==> src/rtl/core/ihv_pkg.sv <==
`timescale 1ns / 1ps

package ihv_pkg;

  localparam logic [15:0] MIN_HEADER = 16'd20;
  localparam logic [3:0]  IP_VERSION4 = 4'd4;
  localparam logic [7:0]  PROTO_ICMP = 8'd1;
  localparam logic [7:0]  PROTO_TCP  = 8'd6;
  localparam logic [15:0] COUNT_MAX  = 16'hFFFF;
  localparam logic [15:0] SUM_GOOD   = 16'hFFFF;

  typedef enum logic [2:0] {
    VERDICT_ICMP      = 3'd0,
    VERDICT_TCP       = 3'd1,
    VERDICT_OTHER     = 3'd2,
    VERDICT_TOO_SHORT = 3'd3,
    VERDICT_NOT_V4    = 3'd4,
    VERDICT_BAD_IHL   = 3'd5,
    VERDICT_BAD_SUM   = 3'd6
  } verdict_t;

  // Header fields and running checksum as they stand after the current byte.
  typedef struct packed {
    logic [15:0] byte_count;
    logic [7:0]  version_ihl;
    logic [15:0] total_length;
    logic [7:0]  protocol_byte;
    logic [31:0] src_addr;
    logic [31:0] dst_addr;
    logic [15:0] ones_sum;
  } hdr_snap_t;

  typedef struct packed {
    verdict_t    verdict;
    logic [7:0]  proto_number;
    logic [5:0]  header_bytes;
    logic [15:0] payload_bytes;
    logic [31:0] source_address;
    logic [31:0] dest_address;
  } result_t;

endpackage

==> src/rtl/core/ihv_hdr_accum.sv <==
`timescale 1ns / 1ps

module ihv_hdr_accum
  import ihv_pkg::*;
(
  input  logic       clk,
  input  logic       rst_n,
  input  logic       advance,
  input  logic [7:0] data_byte,
  input  logic       last_byte,
  output hdr_snap_t  snap
);

  logic [15:0] byte_index_r, byte_index_nxt;
  logic [7:0]  version_ihl_r, version_ihl_nxt;
  logic [15:0] total_length_r, total_length_nxt;
  logic [7:0]  protocol_byte_r, protocol_byte_nxt;
  logic [31:0] src_r, src_nxt;
  logic [31:0] dst_r, dst_nxt;
  logic [15:0] ones_sum_r, ones_sum_nxt;
  logic [7:0]  high_half_r, high_half_nxt;

  logic [5:0]  hdr_len;
  logic        in_header;
  logic [16:0] raw_sum;

  always_comb begin
    version_ihl_nxt   = version_ihl_r;
    total_length_nxt  = total_length_r;
    protocol_byte_nxt = protocol_byte_r;
    src_nxt           = src_r;
    dst_nxt           = dst_r;
    if (byte_index_r == 16'd0) begin
      version_ihl_nxt = data_byte;
    end else if (byte_index_r == 16'd2) begin
      total_length_nxt = {data_byte, total_length_r[7:0]};
    end else if (byte_index_r == 16'd3) begin
      total_length_nxt = {total_length_r[15:8], data_byte};
    end else if (byte_index_r == 16'd9) begin
      protocol_byte_nxt = data_byte;
    end else if (byte_index_r >= 16'd12 && byte_index_r <= 16'd15) begin
      src_nxt = {src_r[23:0], data_byte};
    end else if (byte_index_r >= 16'd16 && byte_index_r <= 16'd19) begin
      dst_nxt = {dst_r[23:0], data_byte};
    end

    // The IHL of byte zero already governs byte zero itself.
    hdr_len   = {version_ihl_nxt[3:0], 2'b00};
    in_header = byte_index_r < {10'd0, hdr_len};

    raw_sum       = {1'b0, ones_sum_r} + {1'b0, high_half_r, data_byte};
    high_half_nxt = high_half_r;
    ones_sum_nxt  = ones_sum_r;
    if (in_header) begin
      if (!byte_index_r[0]) begin
        high_half_nxt = data_byte;
      end else if (raw_sum[16]) begin
        ones_sum_nxt = raw_sum[15:0] + 16'd1;
      end else begin
        ones_sum_nxt = raw_sum[15:0];
      end
    end

    byte_index_nxt = (byte_index_r != COUNT_MAX) ? byte_index_r + 16'd1 : COUNT_MAX;
  end

  assign snap.byte_count    = byte_index_nxt;
  assign snap.version_ihl   = version_ihl_nxt;
  assign snap.total_length  = total_length_nxt;
  assign snap.protocol_byte = protocol_byte_nxt;
  assign snap.src_addr      = src_nxt;
  assign snap.dst_addr      = dst_nxt;
  assign snap.ones_sum      = ones_sum_nxt;

  always_ff @(posedge clk) begin
    if (!rst_n || (advance && last_byte)) begin
      byte_index_r    <= '0;
      version_ihl_r   <= '0;
      total_length_r  <= '0;
      protocol_byte_r <= '0;
      src_r           <= '0;
      dst_r           <= '0;
      ones_sum_r      <= '0;
      high_half_r     <= '0;
    end else if (advance) begin
      byte_index_r    <= byte_index_nxt;
      version_ihl_r   <= version_ihl_nxt;
      total_length_r  <= total_length_nxt;
      protocol_byte_r <= protocol_byte_nxt;
      src_r           <= src_nxt;
      dst_r           <= dst_nxt;
      ones_sum_r      <= ones_sum_nxt;
      high_half_r     <= high_half_nxt;
    end
  end

endmodule

==> src/rtl/core/ihv_classify.sv <==
`timescale 1ns / 1ps

module ihv_classify
  import ihv_pkg::*;
(
  input  hdr_snap_t snap,
  output result_t   result
);

  logic [5:0]  hdr_len;
  logic [15:0] hdr_len16;
  logic [15:0] payload;
  verdict_t    verdict;

  always_comb begin
    hdr_len   = {snap.version_ihl[3:0], 2'b00};
    hdr_len16 = {10'd0, hdr_len};
    payload   = (snap.total_length > hdr_len16) ? snap.total_length - hdr_len16 : 16'd0;

    if (snap.byte_count < MIN_HEADER) begin
      verdict = VERDICT_TOO_SHORT;
    end else if (snap.version_ihl[7:4] != IP_VERSION4) begin
      verdict = VERDICT_NOT_V4;
    end else if (hdr_len16 < MIN_HEADER || snap.byte_count < hdr_len16) begin
      verdict = VERDICT_BAD_IHL;
    end else if (snap.ones_sum != SUM_GOOD) begin
      verdict = VERDICT_BAD_SUM;
    end else if (snap.protocol_byte == PROTO_ICMP) begin
      verdict = VERDICT_ICMP;
    end else if (snap.protocol_byte == PROTO_TCP) begin
      verdict = VERDICT_TCP;
    end else begin
      verdict = VERDICT_OTHER;
    end

    result.verdict = verdict;
    if (verdict == VERDICT_TOO_SHORT) begin
      result.proto_number   = '0;
      result.header_bytes   = '0;
      result.payload_bytes  = '0;
      result.source_address = '0;
      result.dest_address   = '0;
    end else begin
      result.proto_number   = snap.protocol_byte;
      result.header_bytes   = hdr_len;
      result.payload_bytes  = payload;
      result.source_address = snap.src_addr;
      result.dest_address   = snap.dst_addr;
    end
  end

endmodule

==> src/rtl/core/ipv4_header_validator.sv <==
`timescale 1ns / 1ps
// IPv4 header validator.
// The input channel (in_valid/in_ready) takes one packet byte per item, in
// wire order, with in_last_byte set on the final byte. The result channel
// (out_valid/out_ready) gives one verdict item per packet: the class of the
// packet, its protocol number, header and payload lengths, and both addresses.
// A byte is first held in an input register. When it moves on, the header
// accumulator folds it into the captured fields and the checksum, and on a
// last byte the classifier result is loaded into the output register,
// from which the verdict is offered until the receiver takes it.
// Throughput is one byte per cycle, packets back to back with no gap, save for the stall below.
// If the receiver stalls, the verdict holds in the output register; bytes
// that are not last keep flowing, and the pipeline only stops when a second
// last byte reaches the accumulator while the first verdict still waits.
// Synchronous reset clears the byte count, all captured fields, the checksum
// and both valid flags; the block then waits for byte zero of a packet.

module ipv4_header_validator
  import ihv_pkg::*;
(
  input  logic        clk,
  input  logic        rst_n,
  input  logic        in_valid,
  output logic        in_ready,
  input  logic [7:0]  in_data_byte,
  input  logic        in_last_byte,
  output logic        out_valid,
  input  logic        out_ready,
  output logic [2:0]  out_verdict,
  output logic [7:0]  out_proto_number,
  output logic [5:0]  out_header_bytes,
  output logic [15:0] out_payload_bytes,
  output logic [31:0] out_source_address,
  output logic [31:0] out_dest_address
);

  logic       s1_valid_r;
  logic [7:0] s1_data_r;
  logic       s1_last_r;
  logic       s1_advance;

  hdr_snap_t  snap;
  result_t    result;
  logic       out_valid_r;
  result_t    out_r;

  // The input stage moves on unless it holds a last byte that would
  // overwrite a verdict the receiver has not taken yet.
  assign s1_advance = s1_valid_r && (!s1_last_r || !out_valid_r || out_ready);
  assign in_ready   = !s1_valid_r || s1_advance;

  always_ff @(posedge clk) begin
    if (!rst_n) begin
      s1_valid_r <= 1'b0;
    end else if (in_ready) begin
      s1_valid_r <= in_valid;
    end
  end

  always_ff @(posedge clk) begin
    if (in_valid && in_ready) begin
      s1_data_r <= in_data_byte;
      s1_last_r <= in_last_byte;
    end
  end

  ihv_hdr_accum u_accum (
    .clk       (clk),
    .rst_n     (rst_n),
    .advance   (s1_advance),
    .data_byte (s1_data_r),
    .last_byte (s1_last_r),
    .snap      (snap)
  );

  ihv_classify u_classify (
    .snap   (snap),
    .result (result)
  );

  always_ff @(posedge clk) begin
    if (!rst_n) begin
      out_valid_r <= 1'b0;
    end else if (s1_advance && s1_last_r) begin
      out_valid_r <= 1'b1;
    end else if (out_ready) begin
      out_valid_r <= 1'b0;
    end
  end

  // Payload of the output register carries no reset.
  always_ff @(posedge clk) begin
    if (s1_advance && s1_last_r) begin
      out_r <= result;
    end
  end

  assign out_valid          = out_valid_r;
  assign out_verdict        = out_r.verdict;
  assign out_proto_number   = out_r.proto_number;
  assign out_header_bytes   = out_r.header_bytes;
  assign out_payload_bytes  = out_r.payload_bytes;
  assign out_source_address = out_r.source_address;
  assign out_dest_address   = out_r.dest_address;

endmodule

==> config.mk <==
export PLATFORM = sky130hd
export DESIGN_NAME = ipv4_header_validator
export DESIGN_NICKNAME = d
export VERILOG_FILES = /design/src/rtl/core/ihv_pkg.sv /design/src/rtl/core/ihv_hdr_accum.sv /design/src/rtl/core/ihv_classify.sv /design/src/rtl/core/ipv4_header_validator.sv
export SDC_FILE = /design/constraint.sdc
export NUM_CORES = 1
export LEC_CHECK = 0
export BUFFER_PORTS_ARGS = -buffer_cell sky130_fd_sc_hd__buf_2
export CORE_MARGIN = 4
export CORE_UTILIZATION = 50
export CTS_CLUSTER_SIZE = 8
export DETAILED_ROUTE_END_ITERATION = 6
export PLACE_DENSITY = 0.67
export SYNTH_ARGS = -nofsm -noshare
export SYNTH_HDL_FRONTEND = slang
export SYNTH_SLANG_ARGS = --single-unit
==> constraint.sdc <==
create_clock -name clk -period 5.9 [get_ports clk]
set_input_delay 0.59 -clock clk [delete_from_list [all_inputs] [get_ports clk]]
set_output_delay 0.59 -clock clk [all_outputs]
set_load 0.005 [all_outputs]
==> results.md <==
- Setup repair after global routing left no endpoint under its margin.
- The count of clock tree sinks is 242.
- In the final design database the tool counted around 1500 nets.
- TritonCTS built the clock tree.
- Detailed placement ended at an HPWL of 18800 microns.
- After detailed placement, the total cell area comes to 12700 sq um.
- The distinct cell type count of the synthesized netlist is between 70 and 80.
- The final RePlAce weighted congestion is 0.889.
- The worst min-delay path class is in -> reg.
- By instance count, the cell type seen most on the critical path is nor2_1.
- The total power consumption of the routed design is 3.99 mW.
- The worst slew slack as a fraction of its limit is 24.0%.
- The die is 163 microns wide.
- The count of pins over their slew limit is 0.
- Wires add up to between 20000 and 30000 microns.
- The nature of the critical path endpoint is a flip-flop.
- On the worst path, the slowest cell contributes a delay of 0.71 ns.
- The layout filler cell count is 2137.
- The count of buffers from port buffering is between 100 and 150.
- In this run the static leakage power is 4.89 nW.
- The overall overflow remaining after global route is 0.
- Timing analysis after detailed placement gives a worst setup slack of 1.26 ns.
- The standard cell core area is 23500 sq um.
- On the critical path the largest part of the delay comes from simple AND/OR/NAND/NOR gates.
- Data arrives at the worst endpoint at roughly 5.1 ns.
- The initial antenna violation count was 0.
- The critical-path maximum fanout is 24.
- The number of warnings printed during yosys synthesis is 0.
- After synthesis the cells add up to between 10000 and 15000 sq um.
- The number of detailed-route iterations in the first pass is 5.
- The worst setup path is launched from a flip-flop.
- The clock period could shrink to between 4 and 5 ns.
- The main flop type after synthesis is dfxtp_1.
- The count of vias placed by the detailed router is 9723.
- Buffers inserted during clock tree synthesis total 36.
- The number of global-route vias before repair is approximately 9000.
- The post-synthesis register bit count is around 240.
- The area growth from synthesis to layout is 14.8%.
- The worst ir drop on vdd is 0.000177 V.
- The worst-margin pin slew is around 1.1 ns.
- The run finished with clean final reports.
- Entering global routing, the biggest net connects 83 pins.
- Counting flops with a built-in enable in the synthesized netlist gives around 100.
- The setup slack of the critical path after layout is 1.19 ns.
- The highest attainable clock frequency is 0.212 GHz.
- The number of gates resized after CTS was 0.
- The overall track demand over capacity in global routing is 22.0%.
- The longest clock path from root to sink contains 3 buffers.
- For the worst-skew pair, the clock arrives at the later sink with an insertion delay of 0.50 ns.
- The sum of negative setup slack is 0 ns.
- The die covers 26500 sq um.
- Summing the sequential cell areas from Yosys gives 49.2% of the chip area.
- The number of buffers and inverters on the critical path is 1.
- The total of max-cap violations is 0.
- The hold violation total from the final report is 0.
- The first-pass GRT wire length is 47700 microns.
- The signal on the critical path passes through nor3_1, nand4_1, nor3b_1, buf_4, mux2i_1, ha_1, a21oi_1, nor2_1, a2111oi_1, and3_1, and2_1, nor2_1, a211oi_1.
- The path type of the worst setup path is reg -> reg.
- For the worst setup path, the data required time is 6.29 ns.
- The number of buffers inserted to repair setup after CTS is 0.
- The number of instances in the synthesized netlist is between 1000 and 1500.
- The final clock period utilization by the worst path is 79.9%.
- The via density per instance is approximately 5.5.
- The post-route antenna net violation count is 0.
- In this run the vertical extent of the chip is approximately 160 microns.
- The clock tree synthesis step divided the H-tree into 2 levels.
- Dividing the synthesized area by the synthesized cell count gives between 8 and 9 sq um.
- The number of remaining DRC errors is 0.
- For this design, the slowest cell found on the critical path is and2_1.
- The total non-filler cell area in the finished layout is 13700 sq um.
- Pin placement for this block handled about 110 I/O pins.
- The async set or reset register ratio after synthesis is 0%.
- In the final layout, the share of cells above drive strength 1 is between 10% and 20%.
- The clock tree root buffer cell is clkbuf_16.
- The register clock-pin slew on the reported worst setup and hold paths is around 0.050 ns.
- For this configuration, the core starts out at a cell density of 50.8%.
- Setup violations remaining at the end of the flow were counted as 0.
- The count of standard-cell rows is 56.
- The starting DRC count in detailed routing is between 800 and 900.
- The number of hold buffers added after CTS was 0.
- Dividing total power by cell area gives a power density of 291 nW/um^2.
- The number of antenna diodes in the final layout is 0.
- The final routed wire length divided by cell count is approximately 17 microns.
- Across the routed clock network, the largest skew measured is 0.0144 ns.
through the flow:
| step | hold WS (ns) | cells | utilization, % |
|---|---|---|---|
| 3_3_place_gp | 0.438 | 1715 | 53.9 |
| 3_5_place_dp | 0.444 | 1715 | 53.9 |
| 2_1_floorplan | 0.432 | 1365 | - |
| 6_report | 0.271 | 1777 | 58.4 |
| 5_1_grt | 0.252 | 1777 | 58.4 |
| 4_1_cts | 0.254 | 1777 | 58.4 |
worst register-to-register path: cells and delay by family, from the launching register on:
kind                     cells  cell delay [ns]
AND/OR/NAND/NOR              7             2.13
AO/OA/AOI/OAI                3             0.96
multiplexers                 1             0.59
adder cells (fa/ha/maj)      1             0.38
flip-flops                   1             0.34
buffers and inverters        1             0.21
power by group:
group | switching (mW) | internal (mW) | leakage, nW | total (mW)
Sequential | 0.0186 | 1.77 | 2.10 | 1.79
Clock | 0.713 | 1.19 | 0.502 | 1.90
Combinational | 0.194 | 0.104 | 2.28 | 0.298
Total | 0.925 | 3.07 | 4.89 | 3.99
path summary, 6_finish.rpt:
kind,from,endpoint,slack [ns],cells past startpoint
worst min register to register,u_accum.src_r[29]$_SDFFE_PP0P_,u_accum.src_r[29]$_SDFFE_PP0P_,0.45,2
worst min-delay path,in_data_byte[0],s1_data_r[0]$_DFFE_PP_,0.27,1
worst max register to register,u_accum.byte_index_r[13]$_SDFFE_PP0P_,u_accum.ones_sum_r[8]$_SDFFE_PP0P_,1.19,13
worst max-delay path,u_accum.byte_index_r[13]$_SDFFE_PP0P_,u_accum.ones_sum_r[8]$_SDFFE_PP0P_,1.19,13
metal layers:
layer / part of all wire [%] / wire length [microns] / track usage, %
met3: 5.3 / 1570 / 3.26
met4: 2.3 / 691 / 6.40
met2: 46 / 13700 / 35.3
met5: 0 / 0 / 0
met1: 46 / 13600 / 31.3
final cells by class:
type / count / area [sq um] / share of cell area, %
clock buffers: 59 / 997 / 7.26
clock inverters: 3 / 55.1 / 0.401
repair buffers: 127 / 681 / 4.95
multi-input cells: 1014 / 5680 / 41.3
flip-flops and latches: 242 / 5890 / 42.8
inverters: 13 / 48.8 / 0.355
well taps: 319 / 399 / 2.90
cells by family after synthesis:
logic type               Yosys count  share of synthesized area (%)
AO/OA/AOI/OAI                    297                           15.0
XOR/XNOR                          49                           3.65
adder cells (fa/ha/maj)           33                           3.58
buffers and inverters            109                           3.74
flip-flops                       242                           49.2
multiplexers                      40                           3.38
other                              1                         0.0313
AND/OR/NAND/NOR                  593                           21.5
registers in the layout (all words and copies together), names as in the netlist:
signal	flops
out_proto_number	8
u_accum.dst_r	32
out_payload_bytes	16
u_accum.src_r	32
out_header_bytes	4
u_accum.version_ihl_r	8
s1_last_r	1
u_accum.ones_sum_r	16
out_source_address	32
s1_valid_r	1
u_accum.high_half_r	8
u_accum.byte_index_r	16
out_verdict	3
u_accum.total_length_r	16
out_valid	1
out_dest_address	32
s1_data_r	8
u_accum.protocol_byte_r	8
synthesized netlist by cell type (all sizes together) (10+ instances only):
library cell / n / area [sq um]
ha: 31 / 388
nor4: 10 / 98.8
nor2: 120 / 450
xnor2: 30 / 263
nand2: 346 / 1300
nand4: 12 / 75.1
inv: 13 / 48.8
xor2: 19 / 174
nor3: 26 / 130
edfxtp: 104 / 3120
buf: 24 / 128
clkbuf: 72 / 272
mux2i: 37 / 370
and3: 11 / 68.8
o21ai: 24 / 131
dfxtp: 138 / 2760
a21oi: 191 / 956
a211oi: 29 / 235
nand3: 24 / 125
cell usage in the layout (no fill, tap or decap), drive strengths merged, types with 9 or more instances in the layout:
master / n
nand3: 24
nand2b: 9
a211oi: 29
nor4: 10
ha: 31
nor2: 120
dfxtp: 138
nand2: 346
xnor2: 30
edfxtp: 104
xor2: 19
clkbuf: 59
o21ai: 24
nand4: 12
a21oi: 191
and3: 11
nor3: 26
buf: 127
mux2i: 37
inv: 14
Note: power is estimated with default switching activity, not from simulation.
